`src/samr_pkg.sv`:
```
// Shared widths, constants and the DAC level table of the stereo mixer/resampler.
`timescale 1ns / 1ps
`default_nettype none
package samr_pkg;

  // Field widths
  localparam int ADV_W      = 8;
  localparam int LEVEL_W    = 4;
  localparam int NUM_CH     = 4;
  localparam int VOL_W      = 3;
  localparam int ROUTE_W    = 8;
  localparam int SAMPLE_W   = 16;
  localparam int IN_DATA_W  = 32;
  localparam int OUT_DATA_W = 32;

  // Configuration port
  localparam int CFG_IDX_W  = 2;
  localparam int CFG_DATA_W = 8;
  localparam logic [CFG_IDX_W-1:0] REG_POWER  = 2'd0;
  localparam logic [CFG_IDX_W-1:0] REG_LVOL   = 2'd1;
  localparam logic [CFG_IDX_W-1:0] REG_RVOL   = 2'd2;
  localparam logic [CFG_IDX_W-1:0] REG_ROUTE  = 2'd3;

  // Datapath widths (signal is Q8.24)
  localparam int CH_W   = 26;   // one DAC value
  localparam int SUM_W  = 28;   // sum of four DAC values
  localparam int IN_W   = 28;   // filter input after volume
  localparam int CHG_W  = 32;   // filter output and charge
  localparam int WIDE_W = 40;   // differences before saturation

  // Shared multiplier
  localparam int MUL_A_W = 33;
  localparam int MUL_B_W = 21;
  localparam int PROD_W  = MUL_A_W + MUL_B_W;

  // Filter and sample scaling
  localparam logic signed [MUL_B_W-1:0] CHARGE_K = 21'sd65296;   // 0.996337 in Q0.16
  localparam logic signed [MUL_B_W-1:0] SAMPLE_K = 21'sd65534;
  localparam logic signed [MUL_B_W-1:0] RECIP_11 = 21'sd762601;  // ceil(2^23 / 11)
  localparam int HP_SHIFT    = 16;
  localparam int VOL_SHIFT   = 3;
  localparam int Y_LSB       = 24;
  localparam int Y_W         = 24;
  localparam int RECIP_SHIFT = 23;
  localparam int Q_W         = 15;
  localparam logic [Y_W-1:0] Y_CLAMP = 24'd360448;               // 11 * 32768

  localparam logic signed [SAMPLE_W-1:0] SAMPLE_MAX = 16'sh7FFF;
  localparam logic signed [SAMPLE_W-1:0] SAMPLE_MIN = 16'sh8000;

  // Pairs per input word
  localparam logic [1:0] MAX_PAIRS = 2'd3;
  localparam logic [1:0] LAST_SLOT = 2'd2;

  typedef logic signed [CH_W-1:0] dac_t;

  // (2L-15) * 2^24 / 15, rounded to nearest
  function automatic dac_t dac_value(input logic [LEVEL_W-1:0] level);
    dac_t v;
    case (level)
      4'd0:    v = -26'sd16777216;
      4'd1:    v = -26'sd14540254;
      4'd2:    v = -26'sd12303292;
      4'd3:    v = -26'sd10066330;
      4'd4:    v = -26'sd7829367;
      4'd5:    v = -26'sd5592405;
      4'd6:    v = -26'sd3355443;
      4'd7:    v = -26'sd1118481;
      4'd8:    v = 26'sd1118481;
      4'd9:    v = 26'sd3355443;
      4'd10:   v = 26'sd5592405;
      4'd11:   v = 26'sd7829367;
      4'd12:   v = 26'sd10066330;
      4'd13:   v = 26'sd12303292;
      4'd14:   v = 26'sd14540254;
      default: v = 26'sd16777216;
    endcase
    return v;
  endfunction

endpackage
`default_nettype wire

```
`src/samr_mul.sv`:
```
// Shared signed multiplier with a registered product.
`timescale 1ns / 1ps
`default_nettype none
module samr_mul (
  input  logic                                  clk_i,
  input  logic signed [samr_pkg::MUL_A_W-1:0]   a_i,
  input  logic signed [samr_pkg::MUL_B_W-1:0]   b_i,
  output logic signed [samr_pkg::PROD_W-1:0]    p_o
);
  import samr_pkg::*;

  logic signed [PROD_W-1:0] prod_d;

  // full-width signed product
  assign prod_d = PROD_W'(a_i) * PROD_W'(b_i);

  always_ff @(posedge clk_i) begin
    p_o <= prod_d;
  end

endmodule
`default_nettype wire

```
`src/stereo_audio_mixer_resampler.sv`:
```
// Top level of the four-channel stereo mixer with resampler and DC-blocking high-pass.
//
// Input stream (s_axis_*): one word per master clock advance, carrying the advance,
// four channel levels and the DAC enable bits. The phase accumulator decides how
// many stereo pairs (0 to 3) the word causes; each pair leaves on m_axis_* with
// left and right samples, tlast set on the final pair of the word.
// Config channel (cfg_*): always ready; writes are expected only while idle.
// Sequence: one shared multiplier under a sequencer does all arithmetic. A word that
// causes no pair passes the add and check steps; each pair adds, with power on, 9 steps
// of the multiplier sequence per side plus check and push, and only check and push with
// power off. Each dropped pair beyond three repeats the check step to reduce the phase.
// s_axis_tready_o is high only while the sequencer is idle.
// Output: one output register; the sequencer waits in its push step while the
// receiver stalls and a previous pair is still held, and the next input word can
// be taken while the final pair waits.
// Reset: control registers, the phase accumulator and both filter charges clear, and
// the block comes up powered off; payload registers are not reset.
`timescale 1ns / 1ps
`default_nettype none
module stereo_audio_mixer_resampler #(
  parameter int OUTPUT_RATE       = 48000,
  parameter int MASTER_CLOCK_RATE = 4194304
) (
  input  logic                                clk_i,
  input  logic                                rst_ni,
  // clock_advance, level_one, level_two, level_three, level_four, dac_enables
  input  logic [samr_pkg::IN_DATA_W-1:0]      s_axis_tdata_i,
  input  logic                                s_axis_tvalid_i,
  output logic                                s_axis_tready_o,
  // left_sample, right_sample
  output logic [samr_pkg::OUT_DATA_W-1:0]     m_axis_tdata_o,
  output logic                                m_axis_tlast_o,
  output logic                                m_axis_tvalid_o,
  input  logic                                m_axis_tready_i,
  input  logic                                cfg_valid_i,
  output logic                                cfg_ready_o,
  input  logic [samr_pkg::CFG_IDX_W-1:0]      cfg_index_i,
  input  logic [samr_pkg::CFG_DATA_W-1:0]     cfg_data_i
);
  import samr_pkg::*;

  localparam int PH_W  = $clog2(MASTER_CLOCK_RATE);
  localparam int ACC_W = $clog2(MASTER_CLOCK_RATE + ((1 << ADV_W) - 1) * OUTPUT_RATE + 1);
  localparam int T_W   = PROD_W - HP_SHIFT;

  typedef enum logic [12:0] {
    ST_IDLE  = 13'b0000000000001,
    ST_ADD   = 13'b0000000000010,
    ST_CHECK = 13'b0000000000100,
    ST_SUM   = 13'b0000000001000,
    ST_VOL   = 13'b0000000010000,
    ST_DIV8  = 13'b0000000100000,
    ST_HPOUT = 13'b0000001000000,
    ST_MULK  = 13'b0000010000000,
    ST_CHG   = 13'b0000100000000,
    ST_MAG   = 13'b0001000000000,
    ST_MULR  = 13'b0010000000000,
    ST_SAMP  = 13'b0100000000000,
    ST_PUSH  = 13'b1000000000000
  } state_e;

  function automatic logic signed [CHG_W-1:0] sat32(input logic signed [WIDE_W-1:0] v);
    logic signed [CHG_W-1:0] r;
    if ((&v[WIDE_W-1:CHG_W-1]) || !(|v[WIDE_W-1:CHG_W-1])) begin
      r = v[CHG_W-1:0];
    end else if (v[WIDE_W-1]) begin
      r = {1'b1, {(CHG_W-1){1'b0}}};
    end else begin
      r = {1'b0, {(CHG_W-1){1'b1}}};
    end
    return r;
  endfunction

  state_e state_q, state_d;

  // configuration
  logic               power_q, power_d;
  logic [VOL_W-1:0]   lvol_q, lvol_d, rvol_q, rvol_d;
  logic [ROUTE_W-1:0] route_q, route_d;

  // resampler
  logic [PH_W-1:0]  phase_q, phase_d;
  logic [ACC_W-1:0] acc_q, acc_d, acc_sub;
  logic [1:0]       cnt_q, cnt_d;
  logic             last_q, last_d;
  logic             side_q, side_d;

  // captured input word
  logic [LEVEL_W-1:0] lvl_q [NUM_CH];
  logic [NUM_CH-1:0]  en_q;

  // datapath registers
  logic signed [SUM_W-1:0]    sum_q, sum_d;
  logic signed [IN_W-1:0]     in_q, in_d;
  logic signed [CHG_W-1:0]    out_q, out_d;
  logic signed [CHG_W-1:0]    lchg_q, lchg_d, rchg_q, rchg_d;
  logic [Y_W-1:0]             y_q, y_d;
  logic                       neg_q, neg_d;
  logic signed [SAMPLE_W-1:0] lsmp_q, lsmp_d, rsmp_q, rsmp_d;

  // output register
  logic                       ovalid_q, ovalid_d;
  logic                       olast_q, olast_d;
  logic [OUT_DATA_W-1:0]      odata_q, odata_d;

  // shared multiplier
  logic signed [MUL_A_W-1:0] mul_a;
  logic signed [MUL_B_W-1:0] mul_b;
  logic signed [PROD_W-1:0]  prod_q;

  logic in_fire, out_free, cfg_fire;
  logic signed [CH_W-1:0]   ch_val [NUM_CH];
  logic [NUM_CH-1:0]        side_mask;
  logic [VOL_W-1:0]         side_vol;
  logic signed [CHG_W-1:0]  side_chg;
  logic signed [PROD_W-1:0] vol_rnd, hp_rnd;
  logic signed [T_W-1:0]    hp_t;
  logic [PROD_W-1:0]        prod_mag;
  logic [SAMPLE_W-1:0]      q_ext;
  logic signed [SAMPLE_W-1:0] smp;
  logic signed [CHG_W-1:0]  chg_new;

  assign in_fire         = s_axis_tvalid_i && s_axis_tready_o;
  assign s_axis_tready_o = (state_q == ST_IDLE);
  assign out_free        = !ovalid_q || m_axis_tready_i;
  assign cfg_ready_o     = 1'b1;
  assign cfg_fire        = cfg_valid_i && cfg_ready_o;

  assign m_axis_tvalid_o = ovalid_q;
  assign m_axis_tlast_o  = olast_q;
  assign m_axis_tdata_o  = odata_q;

  // per-channel DAC values of the held word
  always_comb begin
    for (int i = 0; i < NUM_CH; i++) begin
      ch_val[i] = en_q[i] ? dac_value(lvl_q[i]) : '0;
    end
  end

  // side selection: left takes route bits 7:4, right bits 3:0
  assign side_mask = side_q ? route_q[NUM_CH-1:0] : route_q[ROUTE_W-1:NUM_CH];
  assign side_vol  = side_q ? rvol_q : lvol_q;
  assign side_chg  = side_q ? rchg_q : lchg_q;

  // multiplier operand select
  always_comb begin
    mul_a = {{(MUL_A_W-ADV_W){1'b0}}, s_axis_tdata_i[ADV_W-1:0]};
    mul_b = MUL_B_W'(OUTPUT_RATE);
    unique case (state_q)
      ST_VOL: begin
        mul_a = MUL_A_W'(sum_q);
        mul_b = MUL_B_W'({1'b0, side_vol} + 4'd1);
      end
      ST_MULK: begin
        mul_a = MUL_A_W'(out_q);
        mul_b = CHARGE_K;
      end
      ST_CHG: begin
        mul_a = MUL_A_W'(out_q);
        mul_b = SAMPLE_K;
      end
      ST_MULR: begin
        mul_a = {{(MUL_A_W-Y_W){1'b0}}, y_q};
        mul_b = RECIP_11;
      end
      default: ;
    endcase
  end

  samr_mul u_mul (
    .clk_i (clk_i),
    .a_i   (mul_a),
    .b_i   (mul_b),
    .p_o   (prod_q)
  );

  // arithmetic helpers around the product
  always_comb begin
    vol_rnd  = prod_q + (prod_q[PROD_W-1] ? PROD_W'((1 << VOL_SHIFT) - 1) : '0);
    hp_rnd   = prod_q + PROD_W'(1 << (HP_SHIFT - 1));
    hp_t     = hp_rnd[PROD_W-1:HP_SHIFT];
    chg_new  = sat32(WIDE_W'(in_q) - WIDE_W'(hp_t));
    prod_mag = prod_q[PROD_W-1] ? PROD_W'(-prod_q) : PROD_W'(prod_q);
    q_ext    = {1'b0, prod_q[RECIP_SHIFT+Q_W-1:RECIP_SHIFT]};
    if (y_q >= Y_CLAMP) begin
      smp = neg_q ? SAMPLE_MIN : SAMPLE_MAX;
    end else begin
      smp = neg_q ? -$signed(q_ext) : $signed(q_ext);
    end
  end

  assign acc_sub = acc_q - ACC_W'(MASTER_CLOCK_RATE);

  // sequencer
  always_comb begin
    state_d  = state_q;
    power_d  = power_q;
    lvol_d   = lvol_q;
    rvol_d   = rvol_q;
    route_d  = route_q;
    phase_d  = phase_q;
    acc_d    = acc_q;
    cnt_d    = cnt_q;
    last_d   = last_q;
    side_d   = side_q;
    sum_d    = sum_q;
    in_d     = in_q;
    out_d    = out_q;
    lchg_d   = lchg_q;
    rchg_d   = rchg_q;
    y_d      = y_q;
    neg_d    = neg_q;
    lsmp_d   = lsmp_q;
    rsmp_d   = rsmp_q;
    ovalid_d = ovalid_q;
    olast_d  = olast_q;
    odata_d  = odata_q;

    // receiver drains the output register
    if (ovalid_q && m_axis_tready_i) begin
      ovalid_d = 1'b0;
    end

    // register writes; power off clears volumes and routing
    if (cfg_fire) begin
      unique case (cfg_index_i)
        REG_POWER: begin
          power_d = cfg_data_i[0];
          if (!cfg_data_i[0]) begin
            lvol_d  = '0;
            rvol_d  = '0;
            route_d = '0;
          end
        end
        REG_LVOL:  if (power_q) lvol_d = cfg_data_i[VOL_W-1:0];
        REG_RVOL:  if (power_q) rvol_d = cfg_data_i[VOL_W-1:0];
        REG_ROUTE: if (power_q) route_d = cfg_data_i[ROUTE_W-1:0];
      endcase
    end

    unique case (state_q)
      ST_IDLE: begin
        if (in_fire) begin
          cnt_d   = '0;
          state_d = ST_ADD;
        end
      end
      ST_ADD: begin
        acc_d   = ACC_W'(phase_q) + prod_q[ACC_W-1:0];
        state_d = ST_CHECK;
      end
      ST_CHECK: begin
        if (acc_q >= ACC_W'(MASTER_CLOCK_RATE)) begin
          acc_d = acc_sub;
          if (cnt_q < MAX_PAIRS) begin
            cnt_d  = cnt_q + 2'd1;
            last_d = (cnt_q == LAST_SLOT) || (acc_sub < ACC_W'(MASTER_CLOCK_RATE));
            side_d = 1'b0;
            if (power_q) begin
              state_d = ST_SUM;
            end else begin
              lsmp_d  = '0;
              rsmp_d  = '0;
              state_d = ST_PUSH;
            end
          end
        end else begin
          phase_d = acc_q[PH_W-1:0];
          state_d = ST_IDLE;
        end
      end
      ST_SUM: begin
        sum_d = '0;
        for (int i = 0; i < NUM_CH; i++) begin
          if (side_mask[i]) sum_d = sum_d + SUM_W'(ch_val[i]);
        end
        state_d = ST_VOL;
      end
      ST_VOL: begin
        state_d = ST_DIV8;
      end
      ST_DIV8: begin
        // divide by 8, truncating toward zero
        in_d    = vol_rnd[IN_W+VOL_SHIFT-1:VOL_SHIFT];
        state_d = ST_HPOUT;
      end
      ST_HPOUT: begin
        out_d   = sat32(WIDE_W'(in_q) - WIDE_W'(side_chg));
        state_d = ST_MULK;
      end
      ST_MULK: begin
        state_d = ST_CHG;
      end
      ST_CHG: begin
        if (side_q) rchg_d = chg_new;
        else        lchg_d = chg_new;
        state_d = ST_MAG;
      end
      ST_MAG: begin
        neg_d   = prod_q[PROD_W-1];
        y_d     = prod_mag[Y_LSB+Y_W-1:Y_LSB];
        state_d = ST_MULR;
      end
      ST_MULR: begin
        state_d = ST_SAMP;
      end
      ST_SAMP: begin
        if (side_q) begin
          rsmp_d  = smp;
          state_d = ST_PUSH;
        end else begin
          lsmp_d  = smp;
          side_d  = 1'b1;
          state_d = ST_SUM;
        end
      end
      ST_PUSH: begin
        if (out_free) begin
          ovalid_d = 1'b1;
          olast_d  = last_q;
          odata_d  = {rsmp_q, lsmp_q};
          state_d  = ST_CHECK;
        end
      end
      default: state_d = ST_IDLE;
    endcase
  end

  // control and filter state
  always_ff @(posedge clk_i or negedge rst_ni) begin
    if (!rst_ni) begin
      state_q  <= ST_IDLE;
      power_q  <= 1'b0;
      lvol_q   <= '0;
      rvol_q   <= '0;
      route_q  <= '0;
      phase_q  <= '0;
      acc_q    <= '0;
      cnt_q    <= '0;
      side_q   <= 1'b0;
      lchg_q   <= '0;
      rchg_q   <= '0;
      ovalid_q <= 1'b0;
    end else begin
      state_q  <= state_d;
      power_q  <= power_d;
      lvol_q   <= lvol_d;
      rvol_q   <= rvol_d;
      route_q  <= route_d;
      phase_q  <= phase_d;
      acc_q    <= acc_d;
      cnt_q    <= cnt_d;
      side_q   <= side_d;
      lchg_q   <= lchg_d;
      rchg_q   <= rchg_d;
      ovalid_q <= ovalid_d;
    end
  end

  // payload
  always_ff @(posedge clk_i) begin
    last_q  <= last_d;
    sum_q   <= sum_d;
    in_q    <= in_d;
    out_q   <= out_d;
    y_q     <= y_d;
    neg_q   <= neg_d;
    lsmp_q  <= lsmp_d;
    rsmp_q  <= rsmp_d;
    olast_q <= olast_d;
    odata_q <= odata_d;
    if (in_fire) begin
      for (int i = 0; i < NUM_CH; i++) begin
        lvl_q[i] <= s_axis_tdata_i[ADV_W+LEVEL_W*i +: LEVEL_W];
      end
      en_q <= s_axis_tdata_i[ADV_W+LEVEL_W*NUM_CH +: NUM_CH];
    end
  end

  // checks
  assert property (@(posedge clk_i) disable iff (!rst_ni)
    ACC_W'(phase_q) < ACC_W'(MASTER_CLOCK_RATE))
    else $error("phase accumulator out of range");

  assert property (@(posedge clk_i) disable iff (!rst_ni)
    (state_q == ST_PUSH && out_free) |=> (m_axis_tvalid_o && state_q == ST_CHECK))
    else $error("pair not loaded into output register");

  assert property (@(posedge clk_i) disable iff (!rst_ni)
    (state_q == ST_SUM) |-> power_q)
    else $error("filter path active while powered off");

  assert property (@(posedge clk_i) disable iff (!rst_ni)
    (state_q == ST_ADD) |-> (cnt_q == '0))
    else $error("pair count not cleared at new word");

endmodule
`default_nettype wire
```
`config.mk`:
```
export PLATFORM = sky130hd
export DESIGN_NAME = stereo_audio_mixer_resampler
export DESIGN_NICKNAME = d
export VERILOG_FILES = /design/src/samr_pkg.sv /design/src/samr_mul.sv /design/src/stereo_audio_mixer_resampler.sv
export SDC_FILE = /design/constraint.sdc
export NUM_CORES = 2
export LEC_CHECK = 0
export ABC_AREA = 1
export BUFFER_PORTS_ARGS = -buffer_cell sky130_fd_sc_hd__buf_2
export CAP_MARGIN = 15
export CELL_PAD_IN_SITES_DETAIL_PLACEMENT = 0
export CELL_PAD_IN_SITES_GLOBAL_PLACEMENT = 1
export CORE_ASPECT_RATIO = 1.25
export CORE_MARGIN = 2
export CORE_UTILIZATION = 50
export CTS_BUF_LIST = sky130_fd_sc_hd__clkbuf_16
export DETAILED_ROUTE_END_ITERATION = 8
export HOLD_SLACK_MARGIN = 0.02
export PLACE_DENSITY_LB_ADDON = 0.15
export SYNTH_ARGS = -nofsm -noshare
export SYNTH_HDL_FRONTEND = slang
export SYNTH_SLANG_ARGS = --single-unit
```
`constraint.sdc`:
```
create_clock -name clk_i -period 9.3 [get_ports clk_i]
set_input_delay 1.86 -clock clk_i [delete_from_list [all_inputs] [get_ports clk_i]]
set_output_delay 1.86 -clock clk_i [all_outputs]
set_load 0.05 [all_outputs]
```
## After elaboration in Yosys (flattened, before gate mapping)

Memory sizes are Yosys's and may differ from the RTL's.
Index checks and enable logic that the tools add are counted.

| storage, ports and cells | value |
|---|---|
| bits in read-only memories | 1664 |
| memory bits (writable) | 16 |
| word-level logic and storage cells | 174 |
| memories kept | 5 |
| output and inout bits | 36 |
| register bits | 379 |

Memories:

| name | depth | width | rd ports | clocked after Yosys merged registers in | wr ports | RTL line | source |
|---|---|---|---|---|---|---|---|
| (no name shown) | 16 | 26 | 1 | 0 | 0 | samr_pkg.sv:60 | `case (level)` |
| (no name shown) | 16 | 26 | 1 | 0 | 0 | samr_pkg.sv:60 |  |
| (no name shown) | 16 | 26 | 1 | 0 | 0 | samr_pkg.sv:60 |  |
| (no name shown) | 16 | 26 | 1 | 0 | 0 | samr_pkg.sv:60 |  |
| lvl_q | 4 | 4 | 4 | 0 | 4 | stereo_audio_mixer_resampler.sv:89 | `logic [LEVEL_W-1:0] lvl_q [NUM_CH];` |

| operators by class | value |
|---|---|
| mux-type cells | 60 |
| equal/unequal tests | 29 |
| bitwise logic cells | 2 |
| multipliers | 1 |
| add/sub/neg operators | 13 |
| reductions and logical operators | 36 |
| $lt $le $gt $ge | 4 |

Operators with widths:

| cell | count |
|---|---|
| 28-bit 2-to-1 mux | 7 |
| 13-bit case mux with 13 select lines | 1 |
| 32-bit 2-to-1 mux | 5 |
| 16-bit 2-to-1 mux | 8 |
| 26-bit 2-to-1 mux | 4 |
| 33-bit case mux with 3 select lines | 1 |
| 28-bit by 26-bit adder with 28-bit output | 3 |
| 20-bit case mux with 4 select lines | 1 |
| 13-bit 2-to-1 mux | 6 |
| 16-bit case mux with 2 select lines | 2 |
| 54-bit by 17-bit adder with 54-bit output, second input constant | 1 |
| 33-bit by 21-bit multiplier with 54-bit output | 1 |
| 48-bit 2-to-1 mux | 1 |
| 48-bit negator | 1 |
| 24-bit case mux with 2 select lines | 1 |
| 28-bit by 38-bit subtractor with 39-bit output | 1 |
| 28-bit by 32-bit subtractor with 33-bit output | 1 |
| 31-bit by 3-bit adder with 31-bit output | 1 |
| 22-bit by 24-bit adder with 24-bit output | 1 |
| 24-bit by 19-bit >= comparator with 1-bit output, second input constant | 1 |
| 24-bit by 23-bit >= comparator with 1-bit output, second input constant | 1 |
| 24-bit by 23-bit < comparator with 1-bit output, second input constant | 1 |
| 24-bit 2-to-1 mux | 1 |
| 24-bit by 23-bit subtractor with 24-bit output, second input constant | 1 |
| other kinds (44) | 93 |

## Longest topological paths before layout

An unclocked memory read counts as a cell.

| depth | value |
|---|---|
| depth after elaboration | 13 |
| gate-level depth with buffers | 43 |
| gate-level depth less buffers | 43 |

## Cells and area by module

Synthesis repeated with hierarchy kept, for this count alone.

| unflattened totals | value |
|---|---|
| cells, all modules | 7374 |
| area total of the unflattened synthesis | 54161.9 um^2 |

Modules (own cells, without submodules):

| module | instances | sequential area each (um^2) | cells each | area an instance (um^2) |
|---|---|---|---|---|
| samr_mul | 1 | 1081.0 | 3721 | 27781.6 |
| stereo_audio_mixer_resampler | 1 | 9530.4 | 3653 | 26380.3 |

## Worst setup path before layout

Ideal clock, no wire load.

| path | value |
|---|---|
| path type | register -> register |
| start | register state_q[9] |
| end | register u_mul.p_o[52] in the netlist's numbering |
| library setup time | 0.123 ns |
| clock period less this slack | 7.962 ns |
| stages on the path, launching flop included | 35 |
| arrival time | 7.839 ns |
| setup slack | 1.338 ns |
| data required time | 9.177 ns |
| path through | dfrtp_1 > inv_2 > nand2_2 > nor2_2 > nand2_4 > nor2_8 > nand2_4 > nand2_4 > inv_2 > buf_2 > nor2_1 > nor2_1 > nor2_1 > fa_1 > fa_1 > inv_1 > fa_1 > inv_1 > fa_1 > fa_1 > fa_1 > inv_1 > fa_1 > inv_1 > ha_1 > nand2_1 > nor2_1 > inv_1 > nor3_1 > nand3_1 > nand3_1 > nand2_1 > nand2_1 > a21oi_1 > xor2_1 |

| on the way | value |
|---|---|
| cells in the longest elaborated chain, start to end | 4 |
| elaborated cells on any way between the ends | 8 |

Ends and longest elaborated chain:

| item | RTL line | source |
|---|---|---|
| start, declared | stereo_audio_mixer_resampler.sv:74 | `state_e state_q, state_d;` |
| start signal, assigned | stereo_audio_mixer_resampler.sv:345 | `state_q <= state_d;` |
| 13-bit by 9-bit == test with 1-bit output / 13-bit by 8-bit == test with 1-bit output (equally long branches) | stereo_audio_mixer_resampler.sv:149 | `unique case (state_q)` |
| 2-bit OR reduction (no line) | n/a |  |
| 33-bit case mux with 3 select lines | stereo_audio_mixer_resampler.sv:149 |  |
| 33-bit by 21-bit multiplier with 54-bit output (*) | samr_mul.sv:15 | `assign prod_d = PROD_W'(a_i) * PROD_W'(b_i);` |
| named net u_mul.prod_d[52] | samr_mul.sv:12 | `logic signed [PROD_W-1:0] prod_d;` |
| end signal, assigned | samr_mul.sv:18 | `p_o <= prod_d;` |
| end, declared | samr_mul.sv:8 | `output logic signed [samr_pkg::PROD_W-1:0] p_o` |

Mark *: on every way through the listed nets, which the timed path passes. The rest lies on a longest branch.
A chain may end at the register's enable or synchronous reset.

## Final worst setup path

| path | value |
|---|---|
| start | register state_q[5] |
| end | register u_mul.p_o[52] in the netlist's numbering |

Same word-level chain as after synthesis.

==> flow_summary.html <==
<table>
<tr><th>Metric</th><th>Value</th></tr>
<tr><th colspan="2">Synthesis</th></tr>
<tr><td>Synthesized area per cell</td><td>just under 8 sq um</td></tr>
<tr><td>Top FF cell, synth</td><td>sky130_fd_sc_hd__edfxtp_1</td></tr>
<tr><td>Yosys cell types</td><td>just under 70</td></tr>
<tr><td>Count of yosys warnings during synthesis</td><td>0</td></tr>
<tr><td>Synth area leaders</td><td>sky130_fd_sc_hd__fa_1 (24%), sky130_fd_sc_hd__edfxtp_1 (12%), sky130_fd_sc_hd__inv_1 (10%)</td></tr>
<tr><td>Share of synthesized registers carrying an async set or reset</td><td>between 30% and 40%</td></tr>
<tr><td>Synthesized instance count</td><td>6,198</td></tr>
<tr><td>Area share of the leading cell type in the synthesized netlist</td><td>between 20% and 30%</td></tr>
<tr><td>Count of flip-flops with a built-in enable after synthesis</td><td>just under 200</td></tr>
<tr><td>Fraction of the yosys area taken by sequential cells</td><td>a little over a fifth</td></tr>
<tr><td>Cell area after technology mapping</td><td>0.04905 sq mm</td></tr>
<tr><td>Most area-hungry cell type in the Yosys netlist</td><td>sky130_fd_sc_hd__fa_1</td></tr>
<tr><td>Post-synthesis sequential element count</td><td>395</td></tr>
<tr><th colspan="2">CTS</th></tr>
<tr><td>CTS clock-pin slew for the worst setup and hold paths</td><td>around 60 ps</td></tr>
<tr><td>TritonCTS clock tree</td><td>built</td></tr>
<tr><td>Total of cells resized after clock tree synthesis</td><td>0</td></tr>
<tr><td>Deepest clock path buffer count</td><td>3</td></tr>
<tr><td>Clock latency at the later pin of the worst-skew pair</td><td>~630 ps</td></tr>
<tr><td>Inserted Clock Buffers</td><td>44</td></tr>
<tr><td>Count of hold-fix buffers inserted at cts</td><td>0</td></tr>
<tr><td>Buffer type at the clock tree root</td><td>sky130_fd_sc_hd__clkbuf_16</td></tr>
<tr><td>Sinks on Clock Net</td><td>just under 400</td></tr>
<tr><td>Postcts setup bufs</td><td>0</td></tr>
<tr><td>Maximum level of the CTS H-tree</td><td>2</td></tr>
<tr><th colspan="2">Floorplan</th></tr>
<tr><td>DIE AREA</td><td>between 0.1 and 0.15 sq mm</td></tr>
<tr><td>Vertical extent of the die</td><td>around 350 um</td></tr>
<tr><td>Initial Utilization</td><td>50.38%</td></tr>
<tr><td>Total core area</td><td>between 0.09 and 0.1 sq mm</td></tr>
<tr><td>Number of placement rows</td><td>~130</td></tr>
<tr><td>Width of the die</td><td>between 200 and 300 um</td></tr>
<tr><td>Number of placed I/O pins</td><td>83</td></tr>
<tr><th colspan="2">Setup path</th></tr>
<tr><td>Endpoint class of the critical path</td><td>flip-flop</td></tr>
<tr><td>Largest stage delay on the critical path</td><td>~650 ps</td></tr>
<tr><td>Startpoint type of the worst setup path</td><td>flip-flop</td></tr>
<tr><td>Register-to-Register Setup Slack</td><td>approximately 460 ps</td></tr>
<tr><td>R2R Path End</td><td>u_mul.p_o[52]$_DFF_P_</td></tr>
<tr><td>Cell at the slowest stage of the critical path</td><td>sky130_fd_sc_hd__fa_1</td></tr>
<tr><td>Arrival time of the worst setup path</td><td>9390 ps</td></tr>
<tr><td>Worst-path fanout max</td><td>35</td></tr>
<tr><td>Data required time of the critical path</td><td>around 10000 ps</td></tr>
<tr><td>Startpoint of the worst register-to-register path</td><td>state_q[5]$_DFFE_PN0P_</td></tr>
<tr><td>Category of the critical setup timing path</td><td>reg2reg</td></tr>
<tr><td>Worst R2R Path Depth</td><td>33</td></tr>
<tr><td>Cell type with the highest occurrence count on the critical path</td><td>sky130_fd_sc_hd__fa_1</td></tr>
<tr><th colspan="2">Global routing</th></tr>
<tr><td>Antenna violations before repair</td><td>5</td></tr>
<tr><td>Grt ovf</td><td>0</td></tr>
<tr><td>Maximum number of pins on one net before global-route repair</td><td>83</td></tr>
<tr><td>Global router's overall resource usage</td><td>between 30% and 40%</td></tr>
<tr><td>Vias in the first global route</td><td>between 40,000 and 50,000</td></tr>
<tr><td>First-pass GRT wire length</td><td>~240,000 um</td></tr>
<tr><th colspan="2">Layout</th></tr>
<tr><td>Final net count</td><td>about 7,300</td></tr>
<tr><td>Area growth from synthesis to final layout</td><td>7.285%</td></tr>
<tr><td>Fraction of layout instances using a drive strength above 1</td><td>roughly 7.4%</td></tr>
<tr><td>Final Cell Area</td><td>roughly 0.053 sq mm</td></tr>
<tr><td>Most common cell after layout, fill and taps aside</td><td>sky130_fd_sc_hd__inv_1</td></tr>
<tr><td>Commonest cells after routing, fill and taps aside</td><td>sky130_fd_sc_hd__inv_1 (1,378), sky130_fd_sc_hd__nand2_1 (1,242), sky130_fd_sc_hd__fa_1 (579), sky130_fd_sc_hd__nor2_1 (556), sky130_fd_sc_hd__ha_1 (342)</td></tr>
<tr><th colspan="2">Hold path</th></tr>
<tr><td>Worst hold path endpoint</td><td>m_axis_tdata_o[24]$_DFFE_PP_</td></tr>
<tr><td>Worst hold-check path type</td><td>reg2reg</td></tr>
<tr><td>Beginning of the worst hold path</td><td>rsmp_q[8]$_DFFE_PP_</td></tr>
<tr><td>Hold Path Cell Cnt</td><td>0</td></tr>
<tr><th colspan="2">STA</th></tr>
<tr><td>Headroom to the max-slew limit</td><td>between 20% and 30%</td></tr>
<tr><td>Pins Over Slew Limit</td><td>0</td></tr>
<tr><td>Final critical path time including I/O delays and setup</td><td>roughly 9000 ps</td></tr>
<tr><td>Clock skew after layout</td><td>around 49 ps</td></tr>
<tr><td>Total negative slack for setup checks</td><td>0 ps</td></tr>
<tr><td>Worst-margin pin slew</td><td>~1200 ps</td></tr>
<tr><td>Post-route clock period utilization</td><td>approximately 95%</td></tr>
<tr><td>Unrepaired setup endpoints after global routing</td><td>no</td></tr>
<tr><td>Maximum clock frequency</td><td>~0.11 GHz</td></tr>
<tr><td>Setup-failing EPs final</td><td>0</td></tr>
<tr><td>Final Hold Viols</td><td>0</td></tr>
<tr><th colspan="2">Detailed routing</th></tr>
<tr><td>Violation count after the first detailed-route iteration</td><td>just under 3,000</td></tr>
<tr><td>Routed vias/inst</td><td>roughly 5.3</td></tr>
<tr><td>Total Routed Length</td><td>roughly 160,000 um</td></tr>
<tr><td>DRC violations left</td><td>2</td></tr>
<tr><td>Antenna viol nets, final</td><td>0</td></tr>
<tr><td>Vias post-DR</td><td>~41,000</td></tr>
<tr><td>Drt first pass iters</td><td>9</td></tr>
<tr><td>Routed WL per cell</td><td>20.98 um</td></tr>
<tr><th colspan="2">Placement</th></tr>
<tr><td>RD Place Congestion</td><td>between 1 and 1.5</td></tr>
<tr><td>HPWL reported at the end of detailed placement</td><td>roughly 140,000 um</td></tr>
<tr><td>Post-place instance area</td><td>0.05112 sq mm</td></tr>
<tr><td>Count of buffers inserted at the top-level ports</td><td>between 70 and 80</td></tr>
<tr><th colspan="2">Pwr</th></tr>
<tr><td>Worst IR Drop VDD</td><td>0.0001803 V</td></tr>
<tr><td>P per Cell Area</td><td>between 150 and 200 mW/mm^2</td></tr>
<tr><td>Leakage power figure</td><td>0.02709 uW</td></tr>
<tr><td>Total Power</td><td>between 8000 and 9000 uW</td></tr>
<tr><th colspan="2">Status</th></tr>
<tr><td>Violated checks</td><td>design-rule violations</td></tr>
<tr><td>Result of the run</td><td>complete, but fails checks</td></tr>
<tr><th colspan="2">Run</th></tr>
<tr><td>Number of violations of the max-capacitance limit</td><td>0</td></tr>
</table>
[worst max path at each step]
stage | start | cells past startpoint | slack, ps | end
3_5_place_dp | state_q[5]$_DFFE_PN0P_ | 33 | 520 | u_mul.p_o[52]$_DFF_P_
5_1_grt | state_q[5]$_DFFE_PN0P_ | 34 | 20 | u_mul.p_o[50]$_DFF_P_
3_3_place_gp | state_q[5]$_DFFE_PN0P_ | 33 | 600 | u_mul.p_o[52]$_DFF_P_
6_report | state_q[5]$_DFFE_PN0P_ | 33 | 460 | u_mul.p_o[52]$_DFF_P_
4_1_cts | state_q[5]$_DFFE_PN0P_ | 33 | 480 | u_mul.p_o[52]$_DFF_P_
2_1_floorplan | state_q[9]$_DFFE_PN0P_ | 34 | 1340 | u_mul.p_o[52]$_DFF_P_
[state kept, by name, summed over array words and instances, names as in the netlist, 22 cells and up]
| signal | count |
|---|---|
| m_axis_tdata_o | 32 |
| acc_q | 24 |
| rchg_q | 32 |
| y_q | 24 |
| phase_q | 22 |
| u_mul.p_o | 54 |
| sum_q | 28 |
| in_q | 28 |
| lchg_q | 32 |
| out_q | 32 |
[routing by layer]
layer | GRT usage [%] | up-vias | routed length, um
met3 | 4.094 | 289 | 9671
met4 | 12.60 | 10 | 6876
met5 | 0 | - | 70
met2 | 55.20 | 1242 | 77840
met1 | 41.40 | 19702 | 65990
li1 | - | 19368 | -
[stage by stage]
| stage | hold slack (ps) | std cells | setup slack [ps] | utilization, % |
|---|---|---|---|---|
| finish | 411.9 | 7647 | 456.1 | 54.05 |
| global route | 416.5 | 7644 | 20.64 | 54.04 |
| CTS | 414.3 | 7642 | 477.9 | 54.00 |
| detailed placement | 404.5 | 7561 | 519.4 | 52.50 |
| global placement | 401.0 | 7561 | 600.6 | 52.50 |
| floorplan | 400.3 | 6222 | 1338 | - |
[cell families (layout without fill, tap and decap cells)]
| logic type | count (synthesis) | count (layout) | synth area share, % |
|---|---|---|---|
| adder cells (fa/ha/maj) | 921 | 921 | 32.35 |
| flip-flops | 395 | 395 | 21.63 |
| AO/OA/AOI/OAI | 802 | 802 | 9.136 |
| AND/OR/NAND/NOR | 2301 | 2301 | 20.10 |
| XOR/XNOR | 230 | 230 | 4.107 |
| buffers and inverters | 1515 | 1637 | 12.01 |
| multiplexers | 32 | 32 | 0.6530 |
| other | 2 | 29 | 0.01531 |
[where the power goes]
part / switching (uW) / internal (uW)
Clock: 800 / 982
Combinational: 2990 / 1480
Sequential: 281 / 2090
Total: 4070 / 4550
[worst max-delay path: cells and delay by family, from the launching register on]
kind,cells,cell delay (ps)
xor+xnor,1,150
fa+ha+maj,8,4070
flops,1,420
simple gates,10,1910
compound gates,5,930
buf+inv,9,1280
[cell type report]
type,instances,area [sq um]
Fill cell,9599,44750
Multi-Input combinational cell,4312,32710
Sequential cell,395,10610
Inverter,1420,5333
Tap cell,1300,1627
Clock buffer,45,1126
Timing Repair Buffer,136,887.1
Clock inverter,36,330.3
Antenna cell,3,7.507
[cell usage after synthesis (20+ instances only)]
library cell	n
sky130_fd_sc_hd__o21a_1	20
sky130_fd_sc_hd__ha_1	342
sky130_fd_sc_hd__nor3_1	69
sky130_fd_sc_hd__nand4_1	44
sky130_fd_sc_hd__o21bai_1	34
sky130_fd_sc_hd__xnor2_1	60
sky130_fd_sc_hd__o21ai_0	245
sky130_fd_sc_hd__clkbuf_1	44
sky130_fd_sc_hd__dfxtp_1	54
sky130_fd_sc_hd__a21oi_1	335
sky130_fd_sc_hd__mux2i_1	32
sky130_fd_sc_hd__nor4_1	32
sky130_fd_sc_hd__inv_2	42
sky130_fd_sc_hd__fa_1	579
sky130_fd_sc_hd__xor2_1	170
sky130_fd_sc_hd__or2_2	26
sky130_fd_sc_hd__nand2_1	1242
sky130_fd_sc_hd__nand3_1	138
sky130_fd_sc_hd__inv_1	1371
sky130_fd_sc_hd__nor2_1	563
sky130_fd_sc_hd__a21o_1	23
sky130_fd_sc_hd__nor2_2	28
sky130_fd_sc_hd__buf_2	25
sky130_fd_sc_hd__nand2_2	94
sky130_fd_sc_hd__a31oi_1	54
sky130_fd_sc_hd__dfrtp_1	141
sky130_fd_sc_hd__edfxtp_1	199
(Power assumes the default switching activity.)
